## config.mk

```make
export PLATFORM = sky130hd
export DESIGN_NAME = stau_conv
export DESIGN_NICKNAME = d
export VERILOG_FILES = /design/src/stau_pkg.sv /design/src/stau_conv.sv
export SDC_FILE = /design/constraint.sdc
export NUM_CORES = 2
export LEC_CHECK = 0
export BUFFER_PORTS_ARGS = -buffer_cell sky130_fd_sc_hd__buf_2
export CAP_MARGIN = 5
export CORE_MARGIN = 2
export CORE_UTILIZATION = 47
export CTS_CLUSTER_SIZE = 28
export DETAILED_ROUTE_END_ITERATION = 10
export PLACE_DENSITY = 0.67
export SYNTH_ARGS = -nofsm -noshare
export SYNTH_HDL_FRONTEND = slang
export SYNTH_SLANG_ARGS = --single-unit
export TNS_END_PERCENT = 100
```

## constraint.sdc

```tcl
create_clock -name clk -period 10.2 [get_ports clk]
set_input_delay 2.04 -clock clk [delete_from_list [all_inputs] [get_ports clk]]
set_output_delay 2.04 -clock clk [all_outputs]
set_load 0.02 [all_outputs]
```

## src/stau_pkg.sv

```systemverilog
`default_nettype none
// ----------------------------------------------------------------------------
// stau_pkg
// Shared types and constants of the saturating time arithmetic unit.
// ----------------------------------------------------------------------------
package stau_pkg;

  localparam int SEC_W  = 64;
  localparam int NS_W   = 30;
  localparam int CMD_W  = 4;

  localparam logic [CMD_W-1:0] CMD_ADD      = 4'd0;
  localparam logic [CMD_W-1:0] CMD_SUB      = 4'd1;
  localparam logic [CMD_W-1:0] CMD_LT       = 4'd2;
  localparam logic [CMD_W-1:0] CMD_LE       = 4'd3;
  localparam logic [CMD_W-1:0] CMD_GT       = 4'd4;
  localparam logic [CMD_W-1:0] CMD_GE       = 4'd5;
  localparam logic [CMD_W-1:0] CMD_SEC_AWAY = 4'd6;
  localparam logic [CMD_W-1:0] CMD_SEC_TRNC = 4'd7;
  localparam logic [CMD_W-1:0] CMD_MS_AWAY  = 4'd8;
  localparam logic [CMD_W-1:0] CMD_MS_TRNC  = 4'd9;
  localparam logic [CMD_W-1:0] CMD_US_AWAY  = 4'd10;
  localparam logic [CMD_W-1:0] CMD_US_TRNC  = 4'd11;
  localparam logic [CMD_W-1:0] CMD_NS       = 4'd12;

  localparam logic [NS_W-1:0]  NS_PER_SEC = 30'd1000000000;
  localparam logic [NS_W-1:0]  NS_MAX     = 30'd999999999;
  localparam logic [NS_W-1:0]  NS_PER_MS  = 30'd1000000;
  localparam logic [NS_W-1:0]  NS_PER_US  = 30'd1000;

  localparam logic [SEC_W-1:0] SEC_MAX = 64'h7fff_ffff_ffff_ffff;
  localparam logic [SEC_W-1:0] SEC_MIN = 64'h8000_0000_0000_0000;

  // exact reciprocals for x < 2^30: x / d == (x * RECIP) >> SHIFT
  localparam logic [30:0] RECIP_MS = 31'd1125899907;
  localparam logic [30:0] RECIP_US = 31'd1099511628;

  typedef logic [1:0] unit_t;
  localparam unit_t UNIT_SEC = 2'd0;
  localparam unit_t UNIT_MS  = 2'd1;
  localparam unit_t UNIT_US  = 2'd2;
  localparam unit_t UNIT_NS  = 2'd3;

  typedef struct packed {
    logic             is_arith;
    logic             special;
    logic [SEC_W-1:0] special_s;
    logic [NS_W-1:0]  special_n;
    logic [SEC_W-1:0] a_s;
    logic [NS_W-1:0]  a_n;
    logic [SEC_W-1:0] op_bs;
    logic [NS_W-1:0]  op_bn;
    logic             is_conv;
    logic             away;
    unit_t            unit;
    logic [NS_W-1:0]  q;
    logic             flag;
  } front_t;

endpackage
`default_nettype wire

```

## src/stau_conv.sv

```systemverilog
`default_nettype none
// ----------------------------------------------------------------------------
// stau_conv
// Conversion of A to a unit count: rounding of the fraction, split 64x30
// product, then the final sum and saturation to 64-bit limits.
// ----------------------------------------------------------------------------
module stau_conv (
  input  wire                           clk,
  input  stau_pkg::front_t              front,
  output logic [stau_pkg::SEC_W-1:0]    conv
);
  import stau_pkg::*;

  logic [NS_W-1:0]   qd_ms;
  logic [NS_W-1:0]   qd_us;
  logic              rem_nz;
  logic              neg;
  logic              inc;
  logic [NS_W:0]     frac_next;
  logic [NS_W-1:0]   units;
  logic signed [31:0] a_hi;
  logic signed [30:0] u_s;
  logic [61:0]       p_lo_next;
  logic signed [62:0] p_hi_next;

  logic [61:0]       p_lo;
  logic [62:0]       p_hi;
  logic [NS_W:0]     frac;
  logic              neg_r;
  logic              is_conv_r;

  logic [95:0]       total;
  logic              ovf;
  logic [SEC_W-1:0]  conv_next;

  always_comb begin
    qd_ms = NS_W'(front.q * NS_PER_MS);
    qd_us = NS_W'(front.q * NS_PER_US);
    case (front.unit)
      UNIT_SEC: begin
        rem_nz = front.a_n != '0;
        units  = NS_W'(1);
      end
      UNIT_MS: begin
        rem_nz = front.a_n != qd_ms;
        units  = NS_W'(1000);
      end
      UNIT_US: begin
        rem_nz = front.a_n != qd_us;
        units  = NS_PER_MS;
      end
      default: begin
        rem_nz = 1'b0;
        units  = NS_PER_SEC;
      end
    endcase
    neg       = front.a_s[SEC_W-1];
    inc       = rem_nz && (front.away ? !neg : neg);
    frac_next = (NS_W+1)'(front.q) + (NS_W+1)'(inc);
    a_hi      = $signed(front.a_s[63:32]);
    u_s       = $signed({1'b0, units});
    p_lo_next = 62'(front.a_s[31:0]) * 62'(units);
    p_hi_next = 63'(a_hi) * 63'(u_s);
  end

  always_ff @(posedge clk) begin
    p_lo      <= p_lo_next;
    p_hi      <= p_hi_next;
    frac      <= frac_next;
    neg_r     <= neg;
    is_conv_r <= front.is_conv;
  end

  always_comb begin
    total = {p_hi[62], p_hi, 32'b0} + {34'b0, p_lo} + {65'b0, frac};
    ovf   = !((&total[95:63]) || !(|total[95:63]));
    if (!is_conv_r) begin
      conv_next = '0;
    end else if (ovf) begin
      conv_next = neg_r ? SEC_MIN : SEC_MAX;
    end else begin
      conv_next = total[SEC_W-1:0];
    end
  end

  always_ff @(posedge clk) begin
    conv <= conv_next;
  end

endmodule
`default_nettype wire

```

# After elaboration in Yosys (flattened, before gate mapping)
# Cells that the tools add are included.
# totals
ff_bits	222
in_bits	320
# classes
addsub	3
n_mul	4
n_eq_ne	4
muxes	5
reduce_logical	8
# ops
operator	n
two-way mux 64 bit	2
adder 95 x 63 -> 96 bit	1
adder 96 x 31 -> 96 bit	1
case mux 30 bit (3 select lines)	1
multiplier 32 x 31 -> 63 bit	1
multiplier 32 x 30 -> 62 bit	1
inequality test 30 bit	2
AND reduction 33 bit	1
OR reduction 33 bit	1
adder 30 x 1 -> 31 bit	1
multiplier 30 x 14 -> 24 bit (second input constant)	1
multiplier 30 x 7 -> 27 bit (second input constant)	1
nonzero test 30 bit	1
case mux 1 bit (3 select lines)	1
== test 2 x 1 -> 1 bit (second input constant)	1
== test 2 bit (second input constant)	1
zero test 1 bit	2
zero test 2 bit	1
logical AND 1 bit	1
logical OR 1 bit	1
two-way mux 1 bit	1

# Longest topological paths before layout
# logic_depth
depth_word	6
depth_mapped	39
ltp_nobuf	34

# Worst setup path after synthesis
# No wires, ideal clock.
# synth_path
kind	input to register
start	input front[31] in the netlist's numbering
end	register p_hi[61]
setup_time_ns	0.072
arrival_ns	10.876
required_time_ns	10.128
slack_ns	-0.749
path_stages	34
path_cell_list	inv_1 -> ha_1 -> clkbuf_1 -> clkbuf_1 -> clkbuf_1 -> clkbuf_1 -> clkbuf_1 -> clkbuf_1 -> nand2_1 -> fa_1 -> fa_1 -> fa_1 -> inv_1 -> fa_1 -> inv_1 -> fa_1 -> fa_1 -> inv_1 -> fa_1 -> fa_1 -> ha_1 -> a21o_1 -> a21o_1 -> a21oi_1 -> nand2_1 -> o31a_1 -> o21ai_0 -> a31o_2 -> o21ai_0 -> o41ai_1 -> o21ai_0 -> a31o_2 -> a21oi_1 -> xnor2_1
# synth_between
elab_chain_cells	3
# synth_rtl
element	line_no	rtl
start: declaration	stau_conv.sv:9	input stau_pkg::front_t front,
== test 2 bit, or another cell as far along	stau_conv.sv:39	case (front.unit)
case mux 30 bit (3 select lines) (*)	stau_conv.sv:39	
multiplier 32 x 31 -> 63 bit (*)	stau_conv.sv:63	p_hi_next = 63'(a_hi) * 63'(u_s);
named net p_hi_next[61]	stau_conv.sv:24	logic signed [62:0] p_hi_next;
end signal: assignment	stau_conv.sv:68	p_hi <= p_hi_next;
end: declaration	stau_conv.sv:27	logic [62:0] p_hi;
# The timed path passes the listed nets; every way through them passes the cells marked *.
# A chain may end at the register's enable or synchronous reset.

# Worst setup path in the final report
# layout_path
start	input front[31] in the netlist's numbering
end	register p_hi[62]
# Same word-level chain as after synthesis.

==> results.toml <==
[setup_path]
startpoint = "front[31]"
crit_path_frequent_cell = "fa_1"
slowest_stage = "fa_1"
arrival_ns = 10.36
required_ns = 10.70
cp_max_fo = 9
critPathKind = "in2reg"
slowest_delay_ns = 0.58
end_kind = "flip-flop"
r2r-start = "p_lo[15]$_DFF_P_"
r2r_slack_ns = 4.32
start_kind = "input pin"

[timing]
rsz0062_at_grt = "true"
max_slew_margin = 0.2704
setup_viol = 0
period_needed_ns = 9.865
fmax_mhz = 101.4
hold_viol = 0
drv_slew = 0
skew_ns = 0.02185
finalCritPeriodShare = 0.9671
worstMarginPinSlew_ns = 1.086

[clock_tree]
clkTransAtPathRegs_ns = 0.07
cts_made_buffers = 24
cts_max_level = 1
clockRootBuffer = "clkbuf_16"
hold_buffers = 0
cts_tree = "done"
cts.path.max_buffers = 3
worstSkewPairLatency_ns = 0.58
cts.sinks = 222

[yosys]
synth_top_area_share = 0.4268
synth_edf_count = 0
synth_cell_type_count = 88
synth.largest_area_cell = "fa_1"
synthesis.area_um2 = 64350
async_flop_share = 0
yosys_warnings = 0
netlist_instances = 6665
synth_top_cells_by_area = "fa_1, ha_1, inv_1"
synth_fp_nets = 9277
syn_area_per_cell_um2 = 9.655
ys_seq_area_frac = 0.06906
yosysMostFrequentCell = "inv_1"
ys.flop_type = "dfxtp_1"
synth-seq-cells = 222
synth_commonest_cells = "inv_1, fa_1, ha_1, nand2_1, a21oi_1"

[global_routing]
grt_max_degree = 64
antenna_found_initial = 8
grt_pass1_vias = 51180
gr-usage-all-layers = 0.2603
grt_pass1_wl_mm = 282.8
grt.overflow.total = 0

[floorplanning]
die_h_um = 374.0
rows = 135
core_area_um2 = 135600
initial_core_util = 0.4744
boundaryPins = 384
die_w_um = 374.0
dieArea_um2 = 139900

[route]
drt_iter0_drc = 3167
vias_per_cell = 5.223
dr.pass1.iters = 5
routed_wl_mm = 177.6
drc = 0
wl_per_cell_um = 19.49
antenna_left = 0
via_count = 47610

[placement]
hpwlAfterDp_mm = 160.8
place_area_um2 = 71160
io_buffers = 192
place_congestion = 0.9618

[layout]
design_area_um2 = 72190
drive_gt1_frac = 0.1165
layout.nets = 9924
fin_util = 0.5322
area_delta_synth_final_pct = 12.18
fillCellCount = 12350

[job]
cap_viol_max_count = 0

[worst_hold_path]
holdCritPathClass = "reg2reg"
hp-start = "neg_r$_DFF_P_"

[status]
status = "finished, final reports clean"
==> state kept, by name, indices dropped and copies added (netlist names) <==
| signal | count |
|---|---|
| frac | 31 |
| p_hi | 63 |
| is_conv_r | 1 |
| conv | 64 |
| p_lo | 62 |
| neg_r | 1 |
==> final cells by class <==
class	instances	area [µm²]	share of cell area
clock inverters	17	200.2	0.002773
flip-flops and latches	222	4444	0.06157
diodes	4	10.01	0.0001387
well taps	1781	2228	0.03087
clock buffers	27	641.9	0.008892
inverters	1759	6603	0.09146
multi-input cells	4569	52870	0.7324
repair buffers	736	5187	0.07186
==> kinds of logic after synthesis <==
| group | Yosys count | synth area share |
|---|---|---|
| muxes | 9 | 0.001439 |
| buffers and inverters | 1874 | 0.1113 |
| xor gates and xnor gates | 318 | 0.04328 |
| DFF | 222 | 0.06906 |
| AOI/OAI and AO/OA | 827 | 0.07927 |
| and+or+nand+nor | 1123 | 0.08995 |
| adders and majority gates | 2292 | 0.6057 |
==> per-stage QoR <==
step | hold slack (ns) | TNS [ns] | setup slack [ns] | instances
after CTS | 0.8014 | 0 | 0.0006901 | 9105
final | 0.8205 | 0 | 0.3351 | 9115
after detailed placement | 0.7928 | -8.409 | -0.8168 | 9061
after global routing | 0.8453 | -0.03825 | -0.03825 | 9111
after floorplan | 0.4952 | 0 | 0.02174 | 6665
after global placement | 0.8079 | -6.974 | -0.6161 | 9061
==> worst paths after layout <==
check                        end  cells after the start
min          conv[63]$_SDFF_PN0_                      2
max             p_hi[62]$_DFF_P_                     34
max reg2reg   conv[8]$_SDFF_PN0_                     15
min reg2reg  conv[63]$_SDFF_PN0_                      2
==> timing repair <==
| item | 4_1_cts | 5_1_grt |
|---|---|---|
| resized for setup | 3 | 25 |
| pin swaps | 0 | 3 |
| buffers inserted | 0 | 5 |
| cloned | 0 | 1 |
| setup endpoints to repair | 3 | 19 |
==> metal layers <==
layer,GRT usage,up-vias,part of all wire
li1,-,22020,-
met1,0.3656,23970,0.44
met2,0.4171,1393,0.45
met3,0.05080,227,0.076
met4,0.05737,2,0.026
met5,0,-,0.000073
==> layout by cell type, fill, tap and decap left out, types with 20 or more instances in the layout <==
| cell type | n |
|---|---|
| a211oi_1 | 28 |
| a21o_1 | 93 |
| a21oi_1 | 241 |
| a31oi_1 | 28 |
| and2_1 | 211 |
| and3_1 | 26 |
| buf_2 | 191 |
| buf_4 | 530 |
| clkbuf_16 | 25 |
| dfxtp_1 | 222 |
| fa_1 | 1372 |
| ha_1 | 915 |
| inv_1 | 1759 |
| nand2_1 | 300 |
| nand2b_1 | 37 |
| nand3_1 | 73 |
| nand4_1 | 67 |
| nor2_1 | 176 |
| nor2b_1 | 76 |
| nor3_1 | 54 |
| nor4_1 | 21 |
| o211ai_1 | 20 |
| o21a_1 | 32 |
| o21ai_0 | 184 |
| o21ai_1 | 45 |
| o21bai_1 | 29 |
| or2_2 | 23 |
| xnor2_1 | 211 |
| xor2_1 | 107 |
==> critical path: cells and delay by family <==
kind | cells | cell delay (ns)
AO/OA/AOI/OAI | 8 | 1.61
XOR/XNOR | 1 | 0.14
adder cells (fa/ha/maj) | 10 | 4.44
buffers and inverters | 9 | 1.14
AND/OR/NAND/NOR | 6 | 0.97
Power is left out: the tool's default activity adds up to more than one toggle a clock period on the data nets, which glitch-free logic cannot reach.
