[config.mk]
export PLATFORM = sky130hd
export DESIGN_NAME = stau_front
export DESIGN_NICKNAME = d
export VERILOG_FILES = /design/src/stau_pkg.sv /design/src/stau_front.sv
export SDC_FILE = /design/constraint.sdc
export NUM_CORES = 2
export LEC_CHECK = 0
export BUFFER_PORTS_ARGS = -buffer_cell sky130_fd_sc_hd__buf_2
export CORE_ASPECT_RATIO = 2
export CORE_MARGIN = 2
export CORE_UTILIZATION = 50
export CTS_CLUSTER_DIAMETER = 40
export DETAILED_ROUTE_END_ITERATION = 8
export PLACE_DENSITY = 0.71
export SKIP_CTS_REPAIR_TIMING = 1
export SLEW_MARGIN = 20
export SYNTH_ARGS = -nofsm -noshare
export SYNTH_HDL_FRONTEND = slang
export SYNTH_SLANG_ARGS = --single-unit
[constraint.sdc]
create_clock -name clk -period 22.8 [get_ports clk]
set_input_delay 5.7 -clock clk [delete_from_list [all_inputs] [get_ports clk]]
set_output_delay 5.7 -clock clk [all_outputs]
set_load 0.01 [all_outputs]
[src/stau_pkg.sv]
`default_nettype none
// ----------------------------------------------------------------------------
// stau_pkg
// Shared types and constants of the saturating time arithmetic unit.
// ----------------------------------------------------------------------------
package stau_pkg;

  localparam int SEC_W  = 64;
  localparam int NS_W   = 30;
  localparam int CMD_W  = 4;

  localparam logic [CMD_W-1:0] CMD_ADD      = 4'd0;
  localparam logic [CMD_W-1:0] CMD_SUB      = 4'd1;
  localparam logic [CMD_W-1:0] CMD_LT       = 4'd2;
  localparam logic [CMD_W-1:0] CMD_LE       = 4'd3;
  localparam logic [CMD_W-1:0] CMD_GT       = 4'd4;
  localparam logic [CMD_W-1:0] CMD_GE       = 4'd5;
  localparam logic [CMD_W-1:0] CMD_SEC_AWAY = 4'd6;
  localparam logic [CMD_W-1:0] CMD_SEC_TRNC = 4'd7;
  localparam logic [CMD_W-1:0] CMD_MS_AWAY  = 4'd8;
  localparam logic [CMD_W-1:0] CMD_MS_TRNC  = 4'd9;
  localparam logic [CMD_W-1:0] CMD_US_AWAY  = 4'd10;
  localparam logic [CMD_W-1:0] CMD_US_TRNC  = 4'd11;
  localparam logic [CMD_W-1:0] CMD_NS       = 4'd12;

  localparam logic [NS_W-1:0]  NS_PER_SEC = 30'd1000000000;
  localparam logic [NS_W-1:0]  NS_MAX     = 30'd999999999;
  localparam logic [NS_W-1:0]  NS_PER_MS  = 30'd1000000;
  localparam logic [NS_W-1:0]  NS_PER_US  = 30'd1000;

  localparam logic [SEC_W-1:0] SEC_MAX = 64'h7fff_ffff_ffff_ffff;
  localparam logic [SEC_W-1:0] SEC_MIN = 64'h8000_0000_0000_0000;

  // exact reciprocals for x < 2^30: x / d == (x * RECIP) >> SHIFT
  localparam logic [30:0] RECIP_MS = 31'd1125899907;
  localparam logic [30:0] RECIP_US = 31'd1099511628;

  typedef logic [1:0] unit_t;
  localparam unit_t UNIT_SEC = 2'd0;
  localparam unit_t UNIT_MS  = 2'd1;
  localparam unit_t UNIT_US  = 2'd2;
  localparam unit_t UNIT_NS  = 2'd3;

  typedef struct packed {
    logic             is_arith;
    logic             special;
    logic [SEC_W-1:0] special_s;
    logic [NS_W-1:0]  special_n;
    logic [SEC_W-1:0] a_s;
    logic [NS_W-1:0]  a_n;
    logic [SEC_W-1:0] op_bs;
    logic [NS_W-1:0]  op_bn;
    logic             is_conv;
    logic             away;
    unit_t            unit;
    logic [NS_W-1:0]  q;
    logic             flag;
  } front_t;

endpackage
`default_nettype wire

[src/stau_front.sv]
`default_nettype none
// ----------------------------------------------------------------------------
// stau_front
// Clamps nanoseconds, decodes the command, compares, prepares the subtract
// operand and divides the fraction by the unit size.
// ----------------------------------------------------------------------------
module stau_front (
  input  wire                           clk,
  input  wire  [stau_pkg::CMD_W-1:0]    cmd,
  input  wire  [stau_pkg::SEC_W-1:0]    a_s,
  input  wire  [stau_pkg::NS_W-1:0]     a_n,
  input  wire  [stau_pkg::SEC_W-1:0]    b_s,
  input  wire  [stau_pkg::NS_W-1:0]     b_n,
  output stau_pkg::front_t              front
);
  import stau_pkg::*;

  front_t          front_next;
  logic [NS_W-1:0] an_c;
  logic [NS_W-1:0] bn_c;
  logic            s_lt;
  logic            s_gt;
  logic            s_eq;
  logic [60:0]     prod;
  logic [30:0]     recip;

  always_comb begin
    an_c = (a_n > NS_MAX) ? NS_MAX : a_n;
    bn_c = (b_n > NS_MAX) ? NS_MAX : b_n;
    s_lt = $signed(a_s) < $signed(b_s);
    s_gt = $signed(b_s) < $signed(a_s);
    s_eq = a_s == b_s;

    front_next           = '0;
    front_next.a_s       = a_s;
    front_next.a_n       = an_c;
    front_next.op_bs     = b_s;
    front_next.op_bn     = bn_c;
    front_next.unit      = UNIT_SEC;

    unique case (cmd) inside
      CMD_ADD: begin
        front_next.is_arith = 1'b1;
      end
      CMD_SUB: begin
        front_next.is_arith = 1'b1;
        if (bn_c != '0) begin
          front_next.op_bs = ~b_s;
          front_next.op_bn = NS_PER_SEC - bn_c;
        end else if (b_s != SEC_MIN) begin
          front_next.op_bs = SEC_W'(0) - b_s;
          front_next.op_bn = '0;
        end else begin
          front_next.special   = 1'b1;
          front_next.special_s = a_s[SEC_W-1] ? {1'b0, a_s[SEC_W-2:0]} : SEC_MAX;
          front_next.special_n = a_s[SEC_W-1] ? an_c : NS_MAX;
        end
      end
      CMD_LT: front_next.flag = s_lt || (s_eq && an_c < bn_c);
      CMD_LE: front_next.flag = s_lt || (s_eq && an_c <= bn_c);
      CMD_GT: front_next.flag = s_gt || (s_eq && an_c > bn_c);
      CMD_GE: front_next.flag = s_gt || (s_eq && an_c >= bn_c);
      CMD_SEC_AWAY, CMD_SEC_TRNC: begin
        front_next.is_conv = 1'b1;
        front_next.unit    = UNIT_SEC;
      end
      CMD_MS_AWAY, CMD_MS_TRNC: begin
        front_next.is_conv = 1'b1;
        front_next.unit    = UNIT_MS;
      end
      CMD_US_AWAY, CMD_US_TRNC: begin
        front_next.is_conv = 1'b1;
        front_next.unit    = UNIT_US;
      end
      CMD_NS: begin
        front_next.is_conv = 1'b1;
        front_next.unit    = UNIT_NS;
      end
      default: ;
    endcase

    front_next.away = (cmd == CMD_SEC_AWAY) || (cmd == CMD_MS_AWAY) ||
                      (cmd == CMD_US_AWAY);

    recip = (front_next.unit == UNIT_MS) ? RECIP_MS : RECIP_US;
    prod  = 61'(an_c) * 61'(recip);

    case (front_next.unit)
      UNIT_SEC: front_next.q = '0;
      UNIT_MS:  front_next.q = NS_W'(prod[60:50]);
      UNIT_US:  front_next.q = NS_W'(prod[60:40]);
      default:  front_next.q = an_c;
    endcase
  end

  always_ff @(posedge clk) begin
    front <= front_next;
  end

endmodule
`default_nettype wire

* Word level (Yosys, flattened, before mapping)
Index checks and enable logic that the tools add are counted.
** Word-level totals
- Word-level logic and storage cells :: 78
- Flip-flop bits (word level) :: 319
** Operators by class
- Order comparisons :: 8
- Reductions and logical operators :: 20
- $add $sub $neg :: 2
- Bitwise logic cells :: 3
- $mul :: 1
- Muxes and demuxes :: 14
- Eq/ne operators :: 16
** Operators with widths (number)
- two-way mux 94 bit :: 3
- < comparator 64 bit :: 2
- two-way mux 95 bit :: 1
- two-way mux 30 bit :: 3
- case mux 30 bit (3 select lines) :: 1
- == test 64 bit :: 1
- inequality test 64 bit (second input constant) :: 1
- NOT 64 bit :: 1
- subtractor 1 x 64 -> 64 bit (first input constant) :: 1
- two-way mux 63 bit :: 1
- multiplier 30 x 31 -> 61 bit :: 1
- greater-than comparator 30 bit (second input constant) :: 2
- greater-or-equal comparator 30 bit :: 1
- greater-than comparator 30 bit :: 1
- less-or-equal comparator 30 bit :: 1
- < comparator 30 bit :: 1
- nonzero test 30 bit :: 1
- subtractor 30 bit (first input constant) :: 1
- two-way mux 26 bit :: 1
- == test 4 bit (second input constant) :: 5
- == test 4 x 3 -> 1 bit (second input constant) :: 4
- == test 4 x 2 -> 1 bit (second input constant) :: 2
- OR reduction 2 bit :: 4
- OR reduction 7 bit :: 1
- 13 further kinds :: 23

* Logic depth before layout (Yosys ltp)
- Depth in word-level cells :: 7
- Mapped depth :: 35

* Worst setup path after synthesis
No wires, ideal clock.
- Kind :: input to register
- Start point :: input a_n[16] in the netlist's numbering
- End point :: register front[10] in the netlist's numbering
- Stages on the path :: 32
- Required time :: 22720 ps
- Slack :: 8367 ps
- Arrival :: 14354 ps
- Setup time :: 80 ps
- Cells stage by stage :: or4b_1 > a211oi_1 > nor2b_1 > nor2_1 > a21o_1 > clkbuf_1 > nor2_1 > inv_1 > nand2_1 > inv_1 > fa_1 > fa_1 > fa_1 > inv_1 > fa_1 > inv_1 > fa_1 > fa_1 > fa_1 > inv_1 > fa_1 > inv_1 > ha_1 > nand2_1 > nor4_1 > nand4_1 > a2111oi_0 > a2111oi_0 > nor2_1 > a21oi_1 > or4_1 > o211ai_1
** RTL lines
- start: declaration :: line stau_front.sv:11 : input wire [stau_pkg::NS_W-1:0] a_n,
- end signal: assignment :: line stau_front.sv:97 : front <= front_next;
- end: declaration :: line stau_front.sv:14 : output stau_pkg::front_t front

==> summary.txt <==
Die
  – # IOs: 512
  – Die area: between 0.06 and 0.07 sq mm
  – Row count: approximately 130
  – Core area: roughly 0.065 sq mm
  – Die H: around 370 um
  – Die width: 185 um
  – Initial Utilization: 50.3%

STA
  – Worst hold slack: 5.25 ns
  – Max-slew violations: 0
  – Final hold vios: 0
  – Max Clock Freq: 57.4 MHz
  – RSZ-0062 raised after global routing: false
  – Setup TNS: 0 ns
  – Final setup violation count: 0
  – Relative slew slack: between 20% and 30%
  – Min cycle time layout: ~17 ns
  – Worst-margin pin slew: about 1.1 ns
  – Period utilization: 76.3%

Final layout
  – Non-Filler Instances: slightly below 5000
  – Commonest non-fill, non-tap cell in the layout: inv_1
  – Commonest non-fill, non-tap cells in the layout: 785 x inv_1, 509 x buf_2, 489 x ha_1
  – Fin util: 57.6%
  – Top Registers: front (318)
  – Max FFs per register: 318
  – Biggest register: front
  – Fraction of layout cells with a size suffix above 1: 16.1%
  – Final #Nets: between 5000 and 6000
  – Layout area overhead: 14.5%
  – Fillers: 5836

Setup path
  – CP Max Fanout: 16
  – Cell family with most CP delay: adder cells
  – CP Class: input pin to flop
  – CP endpoint kind: flop
  – CP max stage cell: a2111oi_1
  – CP peak stage delay: just over 0.9 ns
  – Worst setup SP type: input pin
  – Buf/Inv on CP: 6
  – Critical path's most frequent cell: fa_1
  – Crit path DAT: ~18 ns
  – CP required: 23.22 ns

Route
  – Drt total wl: 122 mm
  – DRC Markers: 0
  – Detailed-route via count: 27295
  – First drt pass iteration count: 5
  – Vias/cell: 5.60
  – Antenna Nets Post-Route: 0
  – WL/cell: 25.0 um
  – Drt initial violations: ~2200

GRT
  – Largest net degree at the start of global routing: roughly 60
  – First-pass GRT wire length: around 180 mm
  – Gr usage total: 36.2%
  – Total global routing overflow: 0
  – Initial antenna violation count: 17
  – Vias in the first global route: 27749

Yosys
  – Distinct cell type count after synthesis: 77
  – YS warnings: 0
  – #FFs+latches synth: 318
  – Post-synth EDFFs: 0
  – Ys flop type: dfxtp_1
  – Synth async-reset ratio: 0%
  – Cells after Synth: 3493
  – Register area share after synthesis: 19.4%
  – Syn Std Cell Area: 0.0329 sq mm
  – Avg Inst Size Synth: about 9.4 sq um

Placement
  – Cell count after placement: 4800
  – GPL Wtd Cong: 1.04
  – IO buf count: 510
  – Dpl hpwl: 105 mm

Worst hold path
  – Min-delay worst type: input pin to flop

Job
  – Max cap viols: 0

CTS
  – Clk buf depth: 3
  – Clk slew on worst S/H paths: 0.07 ns
  – CTS tree: yes
  – H-Tree Depth: 2
  – # clock sinks: 318
  – CTS buffer count: 37
  – Root buf cell: clkbuf_16

Run status
  – Status: finished, final reports clean
## cell type report
type / instances / area (sq um) / area share (%)
well taps: 877 / 1100 / 2.91
diodes: 9 / 22.5 / 0.0598
clock inverters: 19 / 245 / 0.651
inverters: 787 / 2950 / 7.85
clock buffers: 46 / 1020 / 2.71
repair buffers: 536 / 2750 / 7.31
flip-flops and latches: 318 / 6370 / 16.9
multi-input cells: 2282 / 23200 / 61.6
## cell usage after synthesis (all sizes together) (6+ instances only)
cell / count / share of area [%]
o21bai: 15 / 0.34
mux2i: 8 / 0.24
o22ai: 11 / 0.21
xnor2: 62 / 1.7
nor2: 188 / 2.2
nand2b: 19 / 0.36
and3: 17 / 0.32
clkbuf: 103 / 1.2
or2: 24 / 0.46
o31ai: 26 / 0.61
xor2: 39 / 1.0
fa: 476 / 29
inv: 785 / 9.0
dfxtp: 318 / 19
nand4: 34 / 0.67
a2111oi: 6 / 0.18
a221oi: 6 / 0.16
nor2b: 9 / 0.17
buf: 12 / 0.19
o21a: 11 / 0.25
nor3: 47 / 0.75
nand3: 45 / 0.68
ha: 489 / 19
a211oi: 15 / 0.34
o211ai: 12 / 0.27
or4: 19 / 0.47
o221ai: 9 / 0.24
or3: 15 / 0.29
o21ai: 104 / 1.6
nand2: 194 / 2.2
o41ai: 6 / 0.18
and4: 6 / 0.16
a21oi: 213 / 3.2
and2: 7 / 0.13
nor4: 24 / 0.52
nand3b: 7 / 0.16
a31oi: 21 / 0.40
a21o: 35 / 0.80
## worst paths after layout
kind                                 end  slack, ns    start  cells past startpoint
worst max-delay path   front[20]$_DFF_P_       5.39  a_n[16]                     31
worst min-delay path  front[192]$_DFF_P_       5.25  a_s[33]                      1
## per-layer routing
| layer | GRT usage [%] | wire length [um] | share of wire (%) | vias up |
|---|---|---|---|---|
| li1 | - | - | - | 12162 |
| met4 | 15.2 | 6050 | 5.0 | 16 |
| met1 | 48.5 | 48200 | 40 | 13278 |
| met3 | 9.94 | 13300 | 11 | 295 |
| met5 | 0 | 92 | 0.076 | - |
| met2 | 55.0 | 54000 | 44 | 1544 |
## cells by family (layout without fill, tap and decap cells)
group	count (synthesis)	after routing	synth area share (%)
simple gates	667	667	9.87
flops	318	318	19.4
compound gates	528	528	9.83
fa+ha+maj	966	966	47.6
buf+inv	902	1388	10.3
other cells	2	20	0.0228
xor+xnor	101	101	2.69
mux	9	9	0.278
## metrics by stage
stage / setup WS, ns / instance area (sq um)
2_1_floorplan: 8.37 / 32900
4_1_cts: 5.86 / 37600
3_5_place_dp: 5.39 / 36400
5_1_grt: 5.32 / 37600
6_report: 5.39 / 37600
3_3_place_gp: 5.09 / 36400
Power is left out: the tool's default activity adds up to more than one toggle a clock period on the data nets, which glitch-free logic cannot reach.
