File: src/stau_pkg.sv
`default_nettype none
// ----------------------------------------------------------------------------
// stau_pkg
// Shared types and constants of the saturating time arithmetic unit.
// ----------------------------------------------------------------------------
package stau_pkg;

  localparam int SEC_W  = 64;
  localparam int NS_W   = 30;
  localparam int CMD_W  = 4;

  localparam logic [CMD_W-1:0] CMD_ADD      = 4'd0;
  localparam logic [CMD_W-1:0] CMD_SUB      = 4'd1;
  localparam logic [CMD_W-1:0] CMD_LT       = 4'd2;
  localparam logic [CMD_W-1:0] CMD_LE       = 4'd3;
  localparam logic [CMD_W-1:0] CMD_GT       = 4'd4;
  localparam logic [CMD_W-1:0] CMD_GE       = 4'd5;
  localparam logic [CMD_W-1:0] CMD_SEC_AWAY = 4'd6;
  localparam logic [CMD_W-1:0] CMD_SEC_TRNC = 4'd7;
  localparam logic [CMD_W-1:0] CMD_MS_AWAY  = 4'd8;
  localparam logic [CMD_W-1:0] CMD_MS_TRNC  = 4'd9;
  localparam logic [CMD_W-1:0] CMD_US_AWAY  = 4'd10;
  localparam logic [CMD_W-1:0] CMD_US_TRNC  = 4'd11;
  localparam logic [CMD_W-1:0] CMD_NS       = 4'd12;

  localparam logic [NS_W-1:0]  NS_PER_SEC = 30'd1000000000;
  localparam logic [NS_W-1:0]  NS_MAX     = 30'd999999999;
  localparam logic [NS_W-1:0]  NS_PER_MS  = 30'd1000000;
  localparam logic [NS_W-1:0]  NS_PER_US  = 30'd1000;

  localparam logic [SEC_W-1:0] SEC_MAX = 64'h7fff_ffff_ffff_ffff;
  localparam logic [SEC_W-1:0] SEC_MIN = 64'h8000_0000_0000_0000;

  // exact reciprocals for x < 2^30: x / d == (x * RECIP) >> SHIFT
  localparam logic [30:0] RECIP_MS = 31'd1125899907;
  localparam logic [30:0] RECIP_US = 31'd1099511628;

  typedef logic [1:0] unit_t;
  localparam unit_t UNIT_SEC = 2'd0;
  localparam unit_t UNIT_MS  = 2'd1;
  localparam unit_t UNIT_US  = 2'd2;
  localparam unit_t UNIT_NS  = 2'd3;

  typedef struct packed {
    logic             is_arith;
    logic             special;
    logic [SEC_W-1:0] special_s;
    logic [NS_W-1:0]  special_n;
    logic [SEC_W-1:0] a_s;
    logic [NS_W-1:0]  a_n;
    logic [SEC_W-1:0] op_bs;
    logic [NS_W-1:0]  op_bn;
    logic             is_conv;
    logic             away;
    unit_t            unit;
    logic [NS_W-1:0]  q;
    logic             flag;
  } front_t;

endpackage
`default_nettype wire

File: src/stau_addsub.sv
`default_nettype none
// ----------------------------------------------------------------------------
// stau_addsub
// Saturating seconds/nanoseconds add with carry and overflow rules, then
// one delay stage to line up with the conversion path.
// ----------------------------------------------------------------------------
module stau_addsub (
  input  wire                           clk,
  input  stau_pkg::front_t              front,
  output logic [stau_pkg::SEC_W-1:0]    sum_s,
  output logic [stau_pkg::NS_W-1:0]     sum_n
);
  import stau_pkg::*;

  logic [NS_W:0]    n;
  logic             carry;
  logic [NS_W-1:0]  n_r;
  logic             a_max;
  logic             b_max;
  logic             inc_a;
  logic             inc_b;
  logic [SEC_W-1:0] as1;
  logic [SEC_W-1:0] bs1;
  logic [SEC_W-1:0] s;
  logic             ovf;
  logic [SEC_W-1:0] rs_next;
  logic [NS_W-1:0]  rn_next;
  logic [SEC_W-1:0] rs_mid;
  logic [NS_W-1:0]  rn_mid;

  always_comb begin
    n     = (NS_W+1)'(front.a_n) + (NS_W+1)'(front.op_bn);
    carry = n >= (NS_W+1)'(NS_PER_SEC);
    n_r   = carry ? NS_W'(n - (NS_W+1)'(NS_PER_SEC)) : n[NS_W-1:0];
    a_max = front.a_s == SEC_MAX;
    b_max = front.op_bs == SEC_MAX;
    inc_a = carry && !a_max;
    inc_b = carry && a_max && !b_max;
    as1   = front.a_s + SEC_W'(inc_a);
    bs1   = front.op_bs + SEC_W'(inc_b);
    s     = front.a_s + front.op_bs + SEC_W'(carry);
    ovf   = (as1[SEC_W-1] == bs1[SEC_W-1]) && (s[SEC_W-1] != as1[SEC_W-1]);

    if (!front.is_arith) begin
      rs_next = '0;
      rn_next = '0;
    end else if (front.special) begin
      rs_next = front.special_s;
      rn_next = front.special_n;
    end else if (carry && a_max && b_max) begin
      rs_next = SEC_MAX;
      rn_next = NS_MAX;
    end else if (ovf) begin
      if (!bs1[SEC_W-1] && bs1 != '0) begin
        rs_next = SEC_MAX;
        rn_next = NS_MAX;
      end else begin
        rs_next = SEC_MIN;
        rn_next = '0;
      end
    end else begin
      rs_next = s;
      rn_next = n_r;
    end
  end

  always_ff @(posedge clk) begin
    rs_mid <= rs_next;
    rn_mid <= rn_next;
    sum_s  <= rs_mid;
    sum_n  <= rn_mid;
  end

endmodule
`default_nettype wire

File: config.mk
export PLATFORM = sky130hd
export DESIGN_NAME = stau_addsub
export DESIGN_NICKNAME = d
export VERILOG_FILES = /design/src/stau_pkg.sv /design/src/stau_addsub.sv
export SDC_FILE = /design/constraint.sdc
export NUM_CORES = 1
export LEC_CHECK = 0
export BUFFER_PORTS_ARGS = -buffer_cell sky130_fd_sc_hd__buf_2
export CORE_ASPECT_RATIO = 1.1
export CORE_MARGIN = 1
export CORE_UTILIZATION = 35
export CTS_BUF_LIST = sky130_fd_sc_hd__clkbuf_8
export DETAILED_ROUTE_END_ITERATION = 7
export GPL_ROUTABILITY_DRIVEN = 1
export HOLD_SLACK_MARGIN = 0.08
export SLEW_MARGIN = 20
export SYNTH_ARGS = -nofsm -noshare
export SYNTH_HDL_FRONTEND = slang
export SYNTH_SLANG_ARGS = --single-unit
File: constraint.sdc
create_clock -name clk -period 12.44 [get_ports clk]
set_input_delay 0.622 -clock clk [delete_from_list [all_inputs] [get_ports clk]]
set_output_delay 0.622 -clock clk [all_outputs]
set_load 0.02 [all_outputs]
==> After elaboration in Yosys (flattened, before gate mapping) <==
Cells that the tools add are included.
{ "totals": {"reg_bits": 188, "output_inout_bits": 94} }
{ "classes": {"addsub": 6, "order_cmp": 1, "eq_ne": 4, "n_mux": 9, "reduce_logical": 10} }
{ "ops": {"columns": ["operator", "count"], "rows": [
  ["64-bit 2-to-1 mux", 4],
  ["64-bit by 1-bit adder with 64-bit output", 3],
  ["30-bit 2-to-1 mux", 5],
  ["64-bit by 63-bit == test with 1-bit output, second input constant", 2],
  ["64-bit adder", 1],
  ["64-bit nonzero test", 1],
  ["30-bit by 30-bit adder with 31-bit output", 1],
  ["31-bit by 30-bit >= comparator with 1-bit output, second input constant", 1],
  ["30-bit subtractor, second input constant", 1],
  ["1-bit logical AND", 6],
  ["1-bit zero test", 3],
  ["1-bit == test", 1],
  ["1-bit inequality test", 1]
]} }

==> Depth between registers and ports, before layout <==
{ "depth": {"word_depth": 11, "ltp_mapped": 31, "depth_no_buf": 28} }

==> Least setup slack after synthesis <==
OpenSTA, ideal clock, no wires.
{ "synth_path": {"kind": "input -> register", "from": "input port front[35] (netlist name)", "to": "register rn_mid[14]", "t_arrival_ps": 6946, "required_time_ps": 12289, "path_slack_ps": 5343, "stages": 30, "cell_sequence": "ha_1 inv_1 fa_1 nor2b_1 o21ai_0 a31o_2 o211a_1 a211oi_1 nand4_1 nor4_1 a31o_2 o211a_1 and4_1 nor3b_1 ha_1 nand2_1 nor2_1 nand4_1 nor4_1 xor2_1 or3_1 or4_1 o41ai_2 nor2_1 a21o_1 o22a_1 buf_6 o21ai_4 buf_6 a221oi_2"} }
{ "synth_via": {"elab_chain_cells": 11, "word_cells_on_any_way": 21, "cone_classes": "5 x add/sub; 1 x order compare; 2 x eq/ne; 5 x mux; 8 x reduce/logical"} }
{ "synth_rtl": {"columns": ["element", "line_no", "text"], "rows": [
  ["start, declared", "stau_addsub.sv:9", "input stau_pkg::front_t front,"],
  ["30-bit by 30-bit adder with 31-bit output *", "stau_addsub.sv:32", "n = (NS_W+1)'(front.a_n) + (NS_W+1)'(front.op_bn);"],
  ["31-bit by 30-bit >= comparator with 1-bit output", "stau_addsub.sv:33", "carry = n >= (NS_W+1)'(NS_PER_SEC);"],
  ["1-bit logical AND", "stau_addsub.sv:38, stau_addsub.sv:50", null],
  ["1-bit logical AND", "stau_addsub.sv:38", "inc_b = carry && a_max && !b_max;"],
  ["64-bit by 1-bit adder with 64-bit output", "stau_addsub.sv:40", "bs1 = front.op_bs + SEC_W'(inc_b);"],
  ["64-bit nonzero test / 1-bit zero test (equally long branches)", "stau_addsub.sv:54", "if (!bs1[SEC_W-1] && bs1 != '0) begin"],
  ["1-bit logical AND", "stau_addsub.sv:54", null],
  ["30-bit 2-to-1 mux", "stau_addsub.sv:54", null],
  ["30-bit 2-to-1 mux", "stau_addsub.sv:53", "end else if (ovf) begin"],
  ["30-bit 2-to-1 mux *", "stau_addsub.sv:50", "end else if (carry && a_max && b_max) begin"],
  ["30-bit 2-to-1 mux *", "stau_addsub.sv:47", "end else if (front.special) begin"],
  ["end signal, assigned", "stau_addsub.sv:69", "rn_mid <= rn_next;"],
  ["end, declared", "stau_addsub.sv:29", "logic [NS_W-1:0] rn_mid;"]
]} }
Every way passes the cells marked *; elsewhere a longest branch is shown, timed or not.
A chain may end at the register's enable or synchronous reset.

==> Worst setup path after layout <==
{ "layout_path": {"from": "input port front[129] (netlist name)", "to": "register rs_mid[56]"} }
{ "layout_via": {"elab_chain_cells": 11, "word_cells_on_any_way": 19, "cone_classes": "4 x add/sub; 1 x order compare; 2 x eq/ne; 4 x mux; 8 x reduce/logical"} }
{ "layout_rtl": {"columns": ["element", "line_no", "text"], "rows": [
  ["30-bit by 30-bit adder with 31-bit output *", "stau_addsub.sv:32", null],
  ["31-bit by 30-bit >= comparator with 1-bit output *", "stau_addsub.sv:33", null],
  ["1-bit logical AND", "stau_addsub.sv:38, stau_addsub.sv:50", null],
  ["1-bit logical AND", "stau_addsub.sv:38", null],
  ["64-bit by 1-bit adder with 64-bit output", "stau_addsub.sv:40", null],
  ["64-bit nonzero test / 1-bit zero test (equally long branches)", "stau_addsub.sv:54", null],
  ["1-bit logical AND", "stau_addsub.sv:54", null],
  ["64-bit 2-to-1 mux", "stau_addsub.sv:54", null],
  ["64-bit 2-to-1 mux", "stau_addsub.sv:53", null],
  ["64-bit 2-to-1 mux *", "stau_addsub.sv:50", null],
  ["64-bit 2-to-1 mux *", "stau_addsub.sv:47", null],
  ["end signal, assigned", "stau_addsub.sv:68", "rs_mid <= rs_next;"],
  ["end, declared", "stau_addsub.sv:28", "logic [SEC_W-1:0] rs_mid;"]
]} }
Marked as above.

==> flow_summary_export.csv <==
group,metric,value,unit
logic_synthesis,yosysUniqueCellTypes,72,
routing,wl_per_cell,18.9,µm
job,cap_violations,0,
logic_synthesis,synth_commonest_cells,"dfxtp_1 (188), a21oi_1 (170), nand2_1 (163)",
logic_synthesis,synth_most_common_cell,"dfxtp_1",
timing,rsz0062_at_grt,"no",
critical_path,path_max_fanout,16,
routing,vias,13270,
clocking,worstSkewPairLatency,500,ps
final_layout,fin_area,0.0153,mm²
logic_synthesis,async_flop_share,0,%
floorplan,pin_count,414,
logic_synthesis,synth_top_cells_by_area,"dfxtp_1 (30%), ha_1 (9.4%), a21oi_1 (6.7%), o21ai_0 (5.4%), nand2_1 (4.8%)",
final_layout,nNetsFinal,2327,
place,placed_area,0.0149,mm²
worst_hold_path,holdPathStages,3,
logic_synthesis,synth_edf_count,0,
global_route,antenna_found_initial,22,
routing,routed_via_density,5.49,
critical_path,crit_slowest_cell,"a211oi_1",
place,gp_congestion,0.931,
global_route,grt_pass1_vias,13051,
floorplan,coreArea,0.0354,mm²
final_layout,drive_above_1_share,23.8,%
place,place_hpwl,36600,µm
timing,tns,0,ps
final_layout,area_growth,20.9,%
timing,fin_worst_skew,11.9,ps
routing,dr.first_iter.drc_count,855,
clocking,cts_buffers,17,
logic_synthesis,yosysSeqAreaShare,29.8,%
critical_path,cp_data_required_time,12800,ps
timing,fin_crit_sh,76.3,%
routing,drc,0,
worst_hold_path,hold_start,"front[244]",
global_route,grt_max_degree,73,
routing,routed_wl,45600,µm
critical_path,start_kind,"input pin",
floorplan,num_rows,72,
clocking,cts-resized-gates,0,
critical_path,r2r_cells,0,
timing,slew_viol_final,0,
worst_hold_path,hp-class,"input pin to flip-flop",
floorplan,die_w,183,µm
critical_path,cp.arrival,9850,ps
critical_path,cp-end-kind,"flip-flop",
critical_path,startpoint,"front[129]",
clocking,clkTransAtPathRegs,100,ps
floorplan,fp.dieH,201,µm
timing,layout_min_cycle_time,9490,ps
routing,ant_nets,0,
clocking,postCtsSetupBuffers,0,
timing,finalHoldViolations,0,
logic_synthesis,synth_top_area_share,29.8,%
clocking,clock-sinks,188,
floorplan,start_util,35.7,%
timing,tightest_slew,813,ps
clocking,htree_levels,4,
critical_path,r2r-start,"rs_mid[8]$_SDFF_PN0_",
routing,dr.pass1.iters,5,
timing,setup_viol,0,
logic_synthesis,yosys_warnings,0,
logic_synthesis,syn_area,0.0126,mm²
critical_path,critPathKind,"input pin to flip-flop",
floorplan,dieArea,0.0369,mm²
timing,fmax,105,MHz
clocking,tritoncts,"yes",
global_route,grt_usage,24.1,%
timing,relSlewSlack,45.5,%
power_and_ir_drop,ir_drop,0.0627,mV
global_route,grt_pass1_wl,68900,µm
outcome,status,"finished clean",
timing,hold_ws,318,ps
logic_synthesis,synth_cells,1582,
logic_synthesis,synth_ff_type,"dfxtp_1",
logic_synthesis,syn_nets,2000,
logic_synthesis,synth_top_area_cell,"dfxtp_1",
logic_synthesis,syn_area_per_cell,8.00,µm²
critical_path,crit_path_max_incr_delay,680,ps
final_layout,finish.utilization,43.2,%
clocking,clockBufferDepth,2,
global_route,grt_overflow,0,
clocking,postCtsHoldBufs,0,
logic_synthesis,ys_ff_latch,188,
clocking,cts.root.buffer_cell,"clkbuf_8",
place,io_buffers,378,
power_and_ir_drop,power_leakage,0.00695,µW
power_and_ir_drop,p_per_area,118,mW/mm²
==> cell type report <==
cell class / count / area, µm²
antenna: 12 / 30.0
clock buffer: 17 / 234
clock inverter: 15 / 155
fill: 3756 / 20100
inverter: 52 / 195
multi-input combinational: 1267 / 8380
sequential: 188 / 3760
tap: 481 / 602
timing repair buffer: 383 / 1930
==> cells in the final DEF, fill, tap and decap left out, types with 10 or more instances in the layout <==
| master | n |
|---|---|
| buf_2 | 378 |
| dfxtp_1 | 188 |
| a21oi_1 | 170 |
| nand2_1 | 163 |
| o21ai_0 | 137 |
| ha_1 | 95 |
| xnor2_1 | 69 |
| nor2_1 | 65 |
| nand4_1 | 58 |
| inv_1 | 51 |
| a21o_1 | 50 |
| xor2_1 | 49 |
| nand3_1 | 46 |
| nor3_1 | 38 |
| and3_1 | 22 |
| nor4_1 | 20 |
| a31oi_1 | 19 |
| nor2b_1 | 19 |
| o211ai_1 | 18 |
| clkbuf_8 | 17 |
| o21bai_1 | 16 |
| and4_1 | 13 |
| o21a_1 | 13 |
| a211oi_1 | 13 |
| diode_2 | 12 |
| a221oi_1 | 12 |
| and2_1 | 11 |
| nand2b_1 | 11 |
| a211o_1 | 10 |
| or2_2 | 10 |
| a221oi_2 | 10 |
==> critical path, delay by kind of cell <==
| kind | cells | cell delay (ps) |
|---|---|---|
| xor gates and xnor gates | 1 | 110 |
| AOI/OAI and AO/OA | 11 | 3910 |
| and+or+nand+nor | 12 | 4140 |
| buffers and inverters | 2 | 160 |
| adders and majority gates | 3 | 880 |
==> stage by stage <==
stage,cells,worst slack (ps),power [µW]
2_1_floorplan,1582,5340,1160
4_1_cts,2403,3080,1810
3_3_place_gp,2371,2660,1390
3_5_place_dp,2371,2570,1400
6_report,2415,2950,1800
5_1_grt,2412,2270,1910
==> per-layer routing <==
layer  vias up  track usage (%)  routed length, µm
met2       465             42.8              22400
met1      6177             27.6              18800
met3        84             5.76               3030
met5         -                0                107
li1       6526                -                  -
met4        18             9.35               1260
==> where the power goes <==
group	switching, µW	total [µW]	internal (µW)
clock	250	416	165
sequential	18.7	701	683
combinational	428	687	259
total	697	1800	1110
==> state kept, by name, summed over array words and instances, names as in the netlist <==
signal and count:
rs_mid 64, sum_s 64, rn_mid 30, sum_n 30
==> cells by family (layout without fill, tap and decap cells) <==
family	Yosys count	count (layout)	synth area share (%)
AO/OA/AOI/OAI	536	536	27.3
XOR/XNOR	118	118	8.17
adder cells (fa/ha/maj)	98	98	9.87
buffers and inverters	127	467	4.04
flip-flops	188	188	29.8
multiplexers	8	8	0.633
other	0	12	0
AND/OR/NAND/NOR	507	507	20.3
==> path summary, 6_finish.rpt <==
check                                to  slack, ps
setup / recovery  rs_mid[56]$_SDFF_PN0_       2950
hold / removal    rn_mid[21]$_SDFF_PN0_        320
setup reg to reg       sum_s[8]$_DFF_P_      12010
hold reg to reg       sum_s[21]$_DFF_P_        330
Note: power is estimated with default switching activity, not from simulation.
